### src/hdl/sbf_pkg.sv
`timescale 1ns / 1ps

package sbf_pkg;

    localparam int SAMPLE_W = 16;
    localparam int WIN_W    = 4;
    localparam int GAIN_W   = 10;
    localparam int DELAY_W  = 12;
    localparam int FRAC_W   = 10;

    localparam int DEF_RING_DEPTH = 4096;
    localparam int DEF_MAX_WINDOW = 8;

    localparam int QUEUE_DEPTH = 4;
    localparam int QPTR_W      = $clog2(QUEUE_DEPTH);

    localparam int ADDR_W = 4;
    localparam int DATA_W = 32;

    localparam logic [1:0] REG_WINDOW = 2'd0;
    localparam logic [1:0] REG_GAIN   = 2'd1;
    localparam logic [1:0] REG_DELAY  = 2'd2;

    localparam logic [WIN_W-1:0]   WINDOW_RST = 4'd4;
    localparam logic [GAIN_W-1:0]  GAIN_RST   = 10'd125;
    localparam logic [DELAY_W-1:0] DELAY_RST  = 12'd3950;

    typedef struct packed {
        logic signed [SAMPLE_W-1:0] left_in;
        logic signed [SAMPLE_W-1:0] right_in;
    } sbf_sample_t;

    typedef struct packed {
        logic signed [SAMPLE_W-1:0] left_out;
        logic signed [SAMPLE_W-1:0] right_out;
    } sbf_result_t;

    typedef struct packed {
        logic signed [SAMPLE_W-1:0] left;
        logic signed [SAMPLE_W-1:0] right;
    } sbf_pair_t;

    typedef struct packed {
        logic [WIN_W-1:0]   window_length;
        logic [GAIN_W-1:0]  gain;
        logic [DELAY_W-1:0] delay_samples;
    } sbf_cfg_t;

endpackage

### src/hdl/sbf_queue.sv
`timescale 1ns / 1ps

module sbf_queue
    import sbf_pkg::*;
(
    input  logic      clk,
    input  logic      rst_n,
    input  logic      push,
    input  sbf_pair_t push_data,
    output logic      full,
    input  logic      pop,
    output logic      q_valid,
    output sbf_pair_t q_data
);

    sbf_pair_t           entry_reg [QUEUE_DEPTH];
    logic [QPTR_W-1:0]   wr_ptr_reg;
    logic [QPTR_W-1:0]   rd_ptr_reg;
    logic [QPTR_W:0]     count_reg;
    logic [QPTR_W:0]     count_next;

    assign full    = (count_reg == (QPTR_W+1)'(QUEUE_DEPTH));
    assign q_valid = (count_reg != '0);
    assign q_data  = entry_reg[rd_ptr_reg];

    always_comb
    begin
        count_next = count_reg;
        if (push && !pop)
        begin
            count_next = count_reg + 1'b1;
        end
        else if (pop && !push)
        begin
            count_next = count_reg - 1'b1;
        end
    end

    always_ff @(posedge clk or negedge rst_n)
    begin
        if (!rst_n)
        begin
            wr_ptr_reg <= '0;
            rd_ptr_reg <= '0;
            count_reg  <= '0;
        end
        else
        begin
            count_reg <= count_next;
            if (push)
            begin
                wr_ptr_reg <= wr_ptr_reg + 1'b1;
            end
            if (pop)
            begin
                rd_ptr_reg <= rd_ptr_reg + 1'b1;
            end
        end
    end

    always_ff @(posedge clk)
    begin
        if (push)
        begin
            entry_reg[wr_ptr_reg] <= push_data;
        end
    end

endmodule

### config.mk
export PLATFORM = sky130hd
export DESIGN_NAME = sbf_queue
export DESIGN_NICKNAME = d
export VERILOG_FILES = /design/src/hdl/sbf_pkg.sv /design/src/hdl/sbf_queue.sv
export SDC_FILE = /design/constraint.sdc
export NUM_CORES = 1
export LEC_CHECK = 0
export BUFFER_PORTS_ARGS = -buffer_cell sky130_fd_sc_hd__buf_2
export CORE_MARGIN = 3
export CORE_UTILIZATION = 40
export DETAILED_ROUTE_END_ITERATION = 6
export MAX_ROUTING_LAYER = met4
export SLEW_MARGIN = 5
export SYNTH_ARGS = -nofsm -noshare
export SYNTH_HDL_FRONTEND = slang
export SYNTH_SLANG_ARGS = --single-unit
### constraint.sdc
create_clock -name clk -period 4.58 [get_ports clk]
set_clock_uncertainty 0.05 [all_clocks]
set_input_delay 0.687 -clock clk [delete_from_list [all_inputs] [get_ports clk]]
set_output_delay 0.687 -clock clk [all_outputs]
set_load 0.005 [all_outputs]
==> flow_summary.toml <==
[synth]
avgSynthCellArea_um2 = 25.1
yosys_warnings = 0
synthSimpleGateAreaFrac_pct = 0.989
synth_top_area_cell = "edfxtp_1"
synth-compound-area-share_pct = 0.0989
synth_top_area_share_pct = 75.9
synth-xor-area-share_pct = 1.04
synthCells = 202
yosysUniqueCellTypes = 20
synth_sequential_area_ratio_pct = 79.4
synth.cell_area_um2 = 5060
syn-num-nets = 244
yosys_register_bits = 135
synthTopCellsByArea = "edfxtp_1 (76%), mux4_2 (12%), dfrtp_1 (3.5%), mux4_1 (2.1%), ha_1 (1.2%)"
synthMuxAreaShare_pct = 14.8
synth_top_family_by_area = "multiplexers"
synth-adder-area-share_pct = 1.63

[final_layout]
layout_common_cells = "edfxtp_1 (128), buf_2 (69), mux4_2 (28)"
area_growth_pct = 20.8
layout_commonest_cell = "edfxtp_1"
fin_area_um2 = 6110
final_cells = 464
drive_above_1_share_pct = 44.4
largest_register_ffs = 128
fillers = 1046
final_net_count = 325

[die]
start_util_pct = 41.4
die_h_um = 118
die_area_um2 = 14000
ios = 70
rows = 40
core_area_um2 = 12200
fp.dieW_um = 118

[drt]
ant_nets = 0
drt_first_iter_violations = 140
drc = 0
routed_via_density = 4.83
post_drt_wl_per_cell_um = 18.2
wl_met2_um = 4030
top_layer_used = "met4"
vias = 2239
firstDrtPassIters = 5
wl_um = 8430
wl_met3_um = 497
met1_length_um = 3790

[clocking]
ctsResizeCount = 0
cts_buffers = 17
cts_sinks = 135
cts_hold_buffers = 0
h-tree-depth = 4
post_cts_buffers = 0
clock_latency_ns = 0.40
tritoncts = "done"
cts.path.max_buffers = 2
cts_root_buffer = "clkbuf_16"
path_clk_slew_ns = 0.05

[timing]
finalSetupViolations = 0
fmax_ghz = 0.322
hold_violations = 0
slew_violations = 0
fin_tns_setup_ns = 0
slew_headroom_pct = 38.7
rsz0062_at_grt = "false"
worst_pin_slew_ns = 0.919
fin_crit_sh_pct = 67.9
fin_crit_ns = 3.11

[power]
powerDensity_nw_per_um2 = 647
p_total_uw = 3960
p_leak_uw = 0.00215
vdd_ir_drop_max_mv = 0.338

[outcome]
run_status = "finished, final reports clean"

[critical_path]
cp.arrival_ns = 2.37
startpoint_type = "register"
end_kind = "output pin"
timing_worst_setup_path_type = "register to output pin"
cp.required_ns = 3.84
r2r_setup_slack_ns = 2.74
crit_fanout = 25

[placement]
hpwl_um = 4860
placed_area_um2 = 5540
place_congestion = 0.675
dpl.cell_count = 432
port_buffers = 69

[grt]
grt_pass1_vias = 2511
grt_pass1_wl_um = 13600
grt.total_usage_pct = 13.4
antenna_found_initial = 1
grt-ovfl-total = 0
grt_start_max_net_pins = 34

[hold_path]
hp-class = "input port to async pin"

[run]
maxCapViolations = 0
==> cells by family after synthesis <==
| logic type | after synthesis |
|---|---|
| flops | 135 |
| mux | 33 |
| buf+inv | 12 |
| simple gates | 9 |
| xor+xnor | 6 |
| fa+ha+maj | 6 |
| compound gates | 1 |
==> per-stage QoR <==
stage / worst slack (ns) / utilization (%) / hold WS, ns
6_report: 1.47 / 50.1 / 0.0638
5_1_grt: 1.27 / 50.1 / 0.0503
4_1_cts: 1.35 / 50.0 / 0.0479
3_5_place_dp: 1.80 / 45.4 / 0.450
3_3_place_gp: 1.84 / 45.4 / 0.424
2_1_floorplan: 2.66 / - / 0.341
==> Yosys cell counts <==
cell      instances
xor2_1            4
or3_1             1
xnor2_1           2
mux2_2            1
mux4_1            4
mux4_2           28
buf_6             1
buf_12            3
dfrtp_1           7
and2_1            4
inv_1             4
buf_2             3
fa_1              1
nor2_1            1
ha_1              5
nor3b_1           1
nand2_1           2
clkbuf_1          1
edfxtp_1        128
o21ai_0           1
==> final cells by class <==
cell class	instances	area [um^2]	area share (%)
clock buffers	19	433	7.08
multi-input cells	55	942	15.4
diodes	1	2.50	0.0409
repair buffers	70	353	5.77
inverters	4	15.0	0.246
well taps	168	210	3.44
flip-flops and latches	135	4020	65.8
clock inverters	12	135	2.21
==> layer usage <==
metal / track usage (%) / vias up
met5: - / -
met4: 4.78 / 0
met3: 5.31 / 11
met2: 20.6 / 70
met1: 16.4 / 1146
li1: - / 1012
==> report_power, final <==
group          leakage (uW)  total [uW]  switching (uW)  internal, uW
Combinational      0.000611         840             367           473
Sequential          0.00126        1810             185          1630
Clock              0.000283        1300             462           842
==> path summary, 6_finish.rpt <==
check                              start               end  cells past startpoint
hold / removal                     rst_n      count_reg[1]                      1
setup / recovery           rd_ptr_reg[0]         q_data[6]                      3
hold reg to reg             count_reg[2]      count_reg[2]                      1
setup reg to reg           wr_ptr_reg[0]  entry_reg[0][22]                      3
min in group clk            push_data[0]   entry_reg[0][0]                      1
max in group asynchronous          rst_n     rd_ptr_reg[0]                      1
==> critical path: stages, from the launching register on <==
cell	delay (ns)
dfrtp_2	0.90
buf_4	0.39
mux4_2	0.54
buf_2	0.14
No activity file was read; power rests on OpenSTA's default activity.
