$ cat src/hdl/sbf_pkg.sv
`timescale 1ns / 1ps

package sbf_pkg;

    localparam int SAMPLE_W = 16;
    localparam int WIN_W    = 4;
    localparam int GAIN_W   = 10;
    localparam int DELAY_W  = 12;
    localparam int FRAC_W   = 10;

    localparam int DEF_RING_DEPTH = 4096;
    localparam int DEF_MAX_WINDOW = 8;

    localparam int QUEUE_DEPTH = 4;
    localparam int QPTR_W      = $clog2(QUEUE_DEPTH);

    localparam int ADDR_W = 4;
    localparam int DATA_W = 32;

    localparam logic [1:0] REG_WINDOW = 2'd0;
    localparam logic [1:0] REG_GAIN   = 2'd1;
    localparam logic [1:0] REG_DELAY  = 2'd2;

    localparam logic [WIN_W-1:0]   WINDOW_RST = 4'd4;
    localparam logic [GAIN_W-1:0]  GAIN_RST   = 10'd125;
    localparam logic [DELAY_W-1:0] DELAY_RST  = 12'd3950;

    typedef struct packed {
        logic signed [SAMPLE_W-1:0] left_in;
        logic signed [SAMPLE_W-1:0] right_in;
    } sbf_sample_t;

    typedef struct packed {
        logic signed [SAMPLE_W-1:0] left_out;
        logic signed [SAMPLE_W-1:0] right_out;
    } sbf_result_t;

    typedef struct packed {
        logic signed [SAMPLE_W-1:0] left;
        logic signed [SAMPLE_W-1:0] right;
    } sbf_pair_t;

    typedef struct packed {
        logic [WIN_W-1:0]   window_length;
        logic [GAIN_W-1:0]  gain;
        logic [DELAY_W-1:0] delay_samples;
    } sbf_cfg_t;

endpackage

$ cat src/hdl/sbf_front.sv
`timescale 1ns / 1ps

module sbf_front
    import sbf_pkg::*;
#(
    parameter int MAX_WINDOW = DEF_MAX_WINDOW
)
(
    input  logic        clk,
    input  logic        rst_n,
    input  logic        sample_valid,
    output logic        sample_stall,
    input  sbf_sample_t sample,
    input  sbf_cfg_t    cfg,
    output logic        push,
    output sbf_pair_t   push_data,
    input  logic        q_full
);

    // window_length is 4 bits, so at most 15 samples are ever summed
    localparam int NSUM   = (MAX_WINDOW < 16) ? MAX_WINDOW : 15;
    localparam int SUM_W  = SAMPLE_W + $clog2(NSUM);
    localparam int PROD_W = SUM_W + GAIN_W + 1;

    typedef logic signed [SAMPLE_W-1:0] hist_t [MAX_WINDOW];

    hist_t lhist_reg;
    hist_t rhist_reg;

    logic                     s1_valid_reg;
    logic                     s1_valid_next;
    logic signed [SUM_W-1:0]  lsum_reg;
    logic signed [SUM_W-1:0]  rsum_reg;
    logic                     s2_valid_reg;
    logic                     s2_valid_next;
    logic signed [PROD_W-1:0] lprod_reg;
    logic signed [PROD_W-1:0] rprod_reg;

    logic                     s2_ready;
    logic                     s1_fwd;
    logic                     s1_ready;
    logic                     accept;
    logic signed [GAIN_W:0]   gain_s;

    function automatic logic signed [SUM_W-1:0] win_sum(
        input logic signed [SAMPLE_W-1:0] x,
        input hist_t                      h,
        input logic [WIN_W-1:0]           n
    );
        logic signed [SUM_W-1:0] s;
        s = SUM_W'(x);
        for (int i = 0; i < NSUM - 1; i++)
        begin
            if (i + 2 <= int'(n))
            begin
                s = s + SUM_W'(h[i]);
            end
        end
        if (n == '0)
        begin
            s = '0;
        end
        return s;
    endfunction

    // product / 1024 toward zero, low 16 bits kept
    function automatic logic signed [SAMPLE_W-1:0] scale(
        input logic signed [PROD_W-1:0] p
    );
        logic signed [PROD_W-1:0] biased;
        biased = p + (p[PROD_W-1] ? PROD_W'((1 << FRAC_W) - 1) : PROD_W'(0));
        return biased[FRAC_W+SAMPLE_W-1:FRAC_W];
    endfunction

    assign push          = s2_valid_reg && !q_full;
    assign s2_ready      = !s2_valid_reg || !q_full;
    assign s1_fwd        = s1_valid_reg && s2_ready;
    assign s1_ready      = !s1_valid_reg || s2_ready;
    assign accept        = sample_valid && s1_ready;
    assign sample_stall  = !s1_ready;
    assign s1_valid_next = accept || (s1_valid_reg && !s2_ready);
    assign s2_valid_next = s1_fwd || (s2_valid_reg && q_full);
    assign gain_s        = {1'b0, cfg.gain};

    assign push_data.left  = scale(lprod_reg);
    assign push_data.right = scale(rprod_reg);

    always_ff @(posedge clk or negedge rst_n)
    begin
        if (!rst_n)
        begin
            s1_valid_reg <= 1'b0;
            s2_valid_reg <= 1'b0;
            for (int i = 0; i < MAX_WINDOW; i++)
            begin
                lhist_reg[i] <= '0;
                rhist_reg[i] <= '0;
            end
        end
        else
        begin
            s1_valid_reg <= s1_valid_next;
            s2_valid_reg <= s2_valid_next;
            if (accept)
            begin
                lhist_reg[0] <= sample.left_in;
                rhist_reg[0] <= sample.right_in;
                for (int i = 1; i < MAX_WINDOW; i++)
                begin
                    lhist_reg[i] <= lhist_reg[i-1];
                    rhist_reg[i] <= rhist_reg[i-1];
                end
            end
        end
    end

    always_ff @(posedge clk)
    begin
        if (accept)
        begin
            lsum_reg <= win_sum(sample.left_in, lhist_reg, cfg.window_length);
            rsum_reg <= win_sum(sample.right_in, rhist_reg, cfg.window_length);
        end
        if (s1_fwd)
        begin
            lprod_reg <= PROD_W'(lsum_reg) * PROD_W'(gain_s);
            rprod_reg <= PROD_W'(rsum_reg) * PROD_W'(gain_s);
        end
    end

endmodule

$ cat config.mk
export PLATFORM = sky130hd
export DESIGN_NAME = sbf_front
export DESIGN_NICKNAME = d
export VERILOG_FILES = /design/src/hdl/sbf_pkg.sv /design/src/hdl/sbf_front.sv
export SDC_FILE = /design/constraint.sdc
export NUM_CORES = 2
export LEC_CHECK = 0
export BUFFER_PORTS_ARGS = -buffer_cell sky130_fd_sc_hd__buf_2
export CORE_ASPECT_RATIO = 1.75
export CORE_MARGIN = 2
export CORE_UTILIZATION = 50
export DETAILED_ROUTE_END_ITERATION = 10
export GPL_TIMING_DRIVEN = 0
export PLACE_DENSITY = 0.66
export SLEW_MARGIN = 10
export SYNTH_ARGS = -nofsm -noshare
export SYNTH_HDL_FRONTEND = slang
export SYNTH_SLANG_ARGS = --single-unit
$ cat constraint.sdc
create_clock -name clk -period 22.8 [get_ports clk]
set_input_delay 4.56 -clock clk [delete_from_list [all_inputs] [get_ports clk]]
set_output_delay 4.56 -clock clk [all_outputs]
set_load 0.1 [all_outputs]
==> results_dict.tcl <==
set metrics [dict create \
    fin_crit_ns 16.87 \
    place.gp.congestion 0.948 \
    hpwl_um 94700 \
    arrival_ns 17.18 \
    remaining_drc_errors 0 \
    fp.dieH_um 378 \
    worstHoldPathType "flop to flop" \
    drv_cap 0 \
    fp.dieW_um 218 \
    ys_types 83 \
    post_cts_resized 0 \
    drive_above_1_share_pct 4.79 \
    setup_viol 0 \
    worstSetupPathType "input port to flop" \
    status "complete, no violations" \
    synth_area_mm2 0.0400 \
    cts_tree "done" \
    start_kind "input port" \
    syn_nets 5533 \
    cts.clk_slew.worst_paths_ns 0.06 \
    dr.pass1.iters 8 \
    dieArea_mm2 0.0823 \
    syn_area_per_cell_um2 8.51 \
    netlist_instances 4699 \
    synthFlopType "dfrtp_1" \
    grt_pass1_wl_um 181000 \
    synth_edf_count 92 \
    ys_ff_latch 318 \
    area_delta_synth_final_pct 7.89 \
    yosysSeqAreaShare_pct 21.1 \
    required_ns 23.11 \
    grt-ovfl-total 0 \
    start_util_pct 50.3 \
    grtUsageTotal_pct 28.4 \
    hold_violations 0 \
    viasPerCell 5.56 \
    num_io_pins 96 \
    drt_wl_total_um 115000 \
    grt_setup_unrepaired "no" \
    fin_crit_sh_pct 74.0 \
    crit_slowest_cell "buf_1" \
    numCtsBuffers 39 \
    tns_ns 0 \
    via_count 32774 \
    ant_nets 0 \
    io_buffer_count 72 \
    clock_latency_ns 0.60 \
    fp-row-count 137 \
    root_buffer "clkbuf_16" \
    hold_buffers 0 \
    grt_max_degree 105 \
    yosys_warnings 0 \
    finalMaxSlewViolations 0 \
    maxSlewHeadroom_pct 9.78 \
    cts_htree_levels 2 \
    end_kind "flop" \
    fin_nets 5651 \
    ys_async_sr_fraction_pct 71.1 \
    grt_pass1_vias 34498 \
    cts_sinks 318 \
    postCtsSetupBuffers 0 \
    cp_max_fo 10 \
    post_drt_wl_per_cell_um 19.5 \
    core_mm2 0.0795 \
    first_iter_violations 1562 \
    cp_slowest_stage_delay_ns 0.82 \
    clock_path_buffers 3 \
    fmax_mhz 59.3 \
    fin_skew_ns 0.0190 \
    antenna_found_initial 2 \
    tightest_slew_ns 1.35 \
]
## per-stage QoR
stage / worst slack [ns] / hold WS, ns / instances / utilization [%] / area [um2]
final: 5.93 / 0.480 / 5890 / 54.2 / 43100
after global routing: 5.23 / 0.502 / 5890 / 54.2 / 43100
after CTS: 6.02 / 0.486 / 5888 / 54.2 / 43100
after global placement: 5.50 / 0.453 / 5813 / 52.4 / 41600
after floorplan: 8.54 / 0.443 / 4699 / - / 40000
after detailed placement: 5.39 / 0.471 / 5818 / 52.5 / 41800
## final cells by class
type / count / area, um2
multi-input cells: 3749 / 29100
repair buffers: 77 / 485
diodes: 2 / 5.00
well taps: 1042 / 1300
flip-flops and latches: 318 / 8420
inverters: 449 / 1690
fillers: 7691 / 36400
clock inverters: 19 / 225
clock buffers: 51 / 1120
plain buffers: 183 / 779
## logic make-up after synthesis
family / synth area share, %
XOR/XNOR: 6.27
multiplexers: 2.10
buffers and inverters: 6.16
adder cells (fa/ha/maj): 30.8
AND/OR/NAND/NOR: 20.0
flip-flops: 21.1
AO/OA/AOI/OAI: 13.7
## Yosys cell counts, drive strengths merged (31+ instances only)
cell | count | share of area [%]
nand2 | 1036 | 9.7
inv | 448 | 4.2
o21bai | 35 | 0.66
o21a | 54 | 1.0
fa | 352 | 18
edfxtp | 92 | 6.9
nand2b | 39 | 0.61
nand3 | 59 | 0.74
mux2i | 34 | 0.85
clkbuf | 159 | 1.6
o211ai | 32 | 0.60
o21ai | 173 | 2.2
nor3 | 55 | 0.69
xor2 | 84 | 1.8
a21oi | 234 | 2.9
mux2 | 43 | 1.2
xnor2 | 196 | 4.3
nor2b | 31 | 0.49
nor2 | 187 | 1.8
a31oi | 39 | 0.61
dfrtp | 226 | 14
a21o | 105 | 2.0
ha | 420 | 13
and2 | 234 | 3.7
## cell usage in the layout, fill, tap and decap left out, types with 155 or more instances in the layout
cell / n
a21oi_1: 234
and2_1: 234
clkbuf_1: 155
dfrtp_1: 226
fa_1: 352
ha_1: 420
inv_1: 448
nand2_1: 1034
nor2_1: 186
o21ai_0: 170
xnor2_1: 195
## routing by layer
| layer | routed length, um | track usage [%] | part of all wire, % |
|---|---|---|---|
| met1 | 37900 | 26.4 | 33 |
| met2 | 62400 | 55.6 | 54 |
| met3 | 3690 | 2.73 | 3.2 |
| met4 | 10600 | 22.2 | 9.2 |
| met5 | 0 | 0 | 0 |
## worst paths after layout
kind | slack, ns | from | to | cells past startpoint
min reg2reg | 0.48 | s1_valid_reg | s2_valid_reg | 1
max reg2reg | 10.81 | rhist_reg[112] | rsum_reg[18] | 50
min | 0.48 | s1_valid_reg | s2_valid_reg | 1
max | 5.93 | cfg[25] | rsum_reg[18] | 50
min in group asynchronous | 3.88 | rst_n | rhist_reg[112] | 1
max in group asynchronous | 17.51 | rst_n | lhist_reg[18] | 3
## worst max-delay path, delay by kind of cell
family | cells | cell delay, ns
compound gates | 15 | 3.87
buf+inv | 5 | 2.71
simple gates | 14 | 2.12
fa+ha+maj | 6 | 1.74
xor+xnor | 7 | 1.26
mux | 3 | 0.89
Power is not shown: default switching activity piles up to over one toggle a cycle in this logic, so the estimate is an artifact.
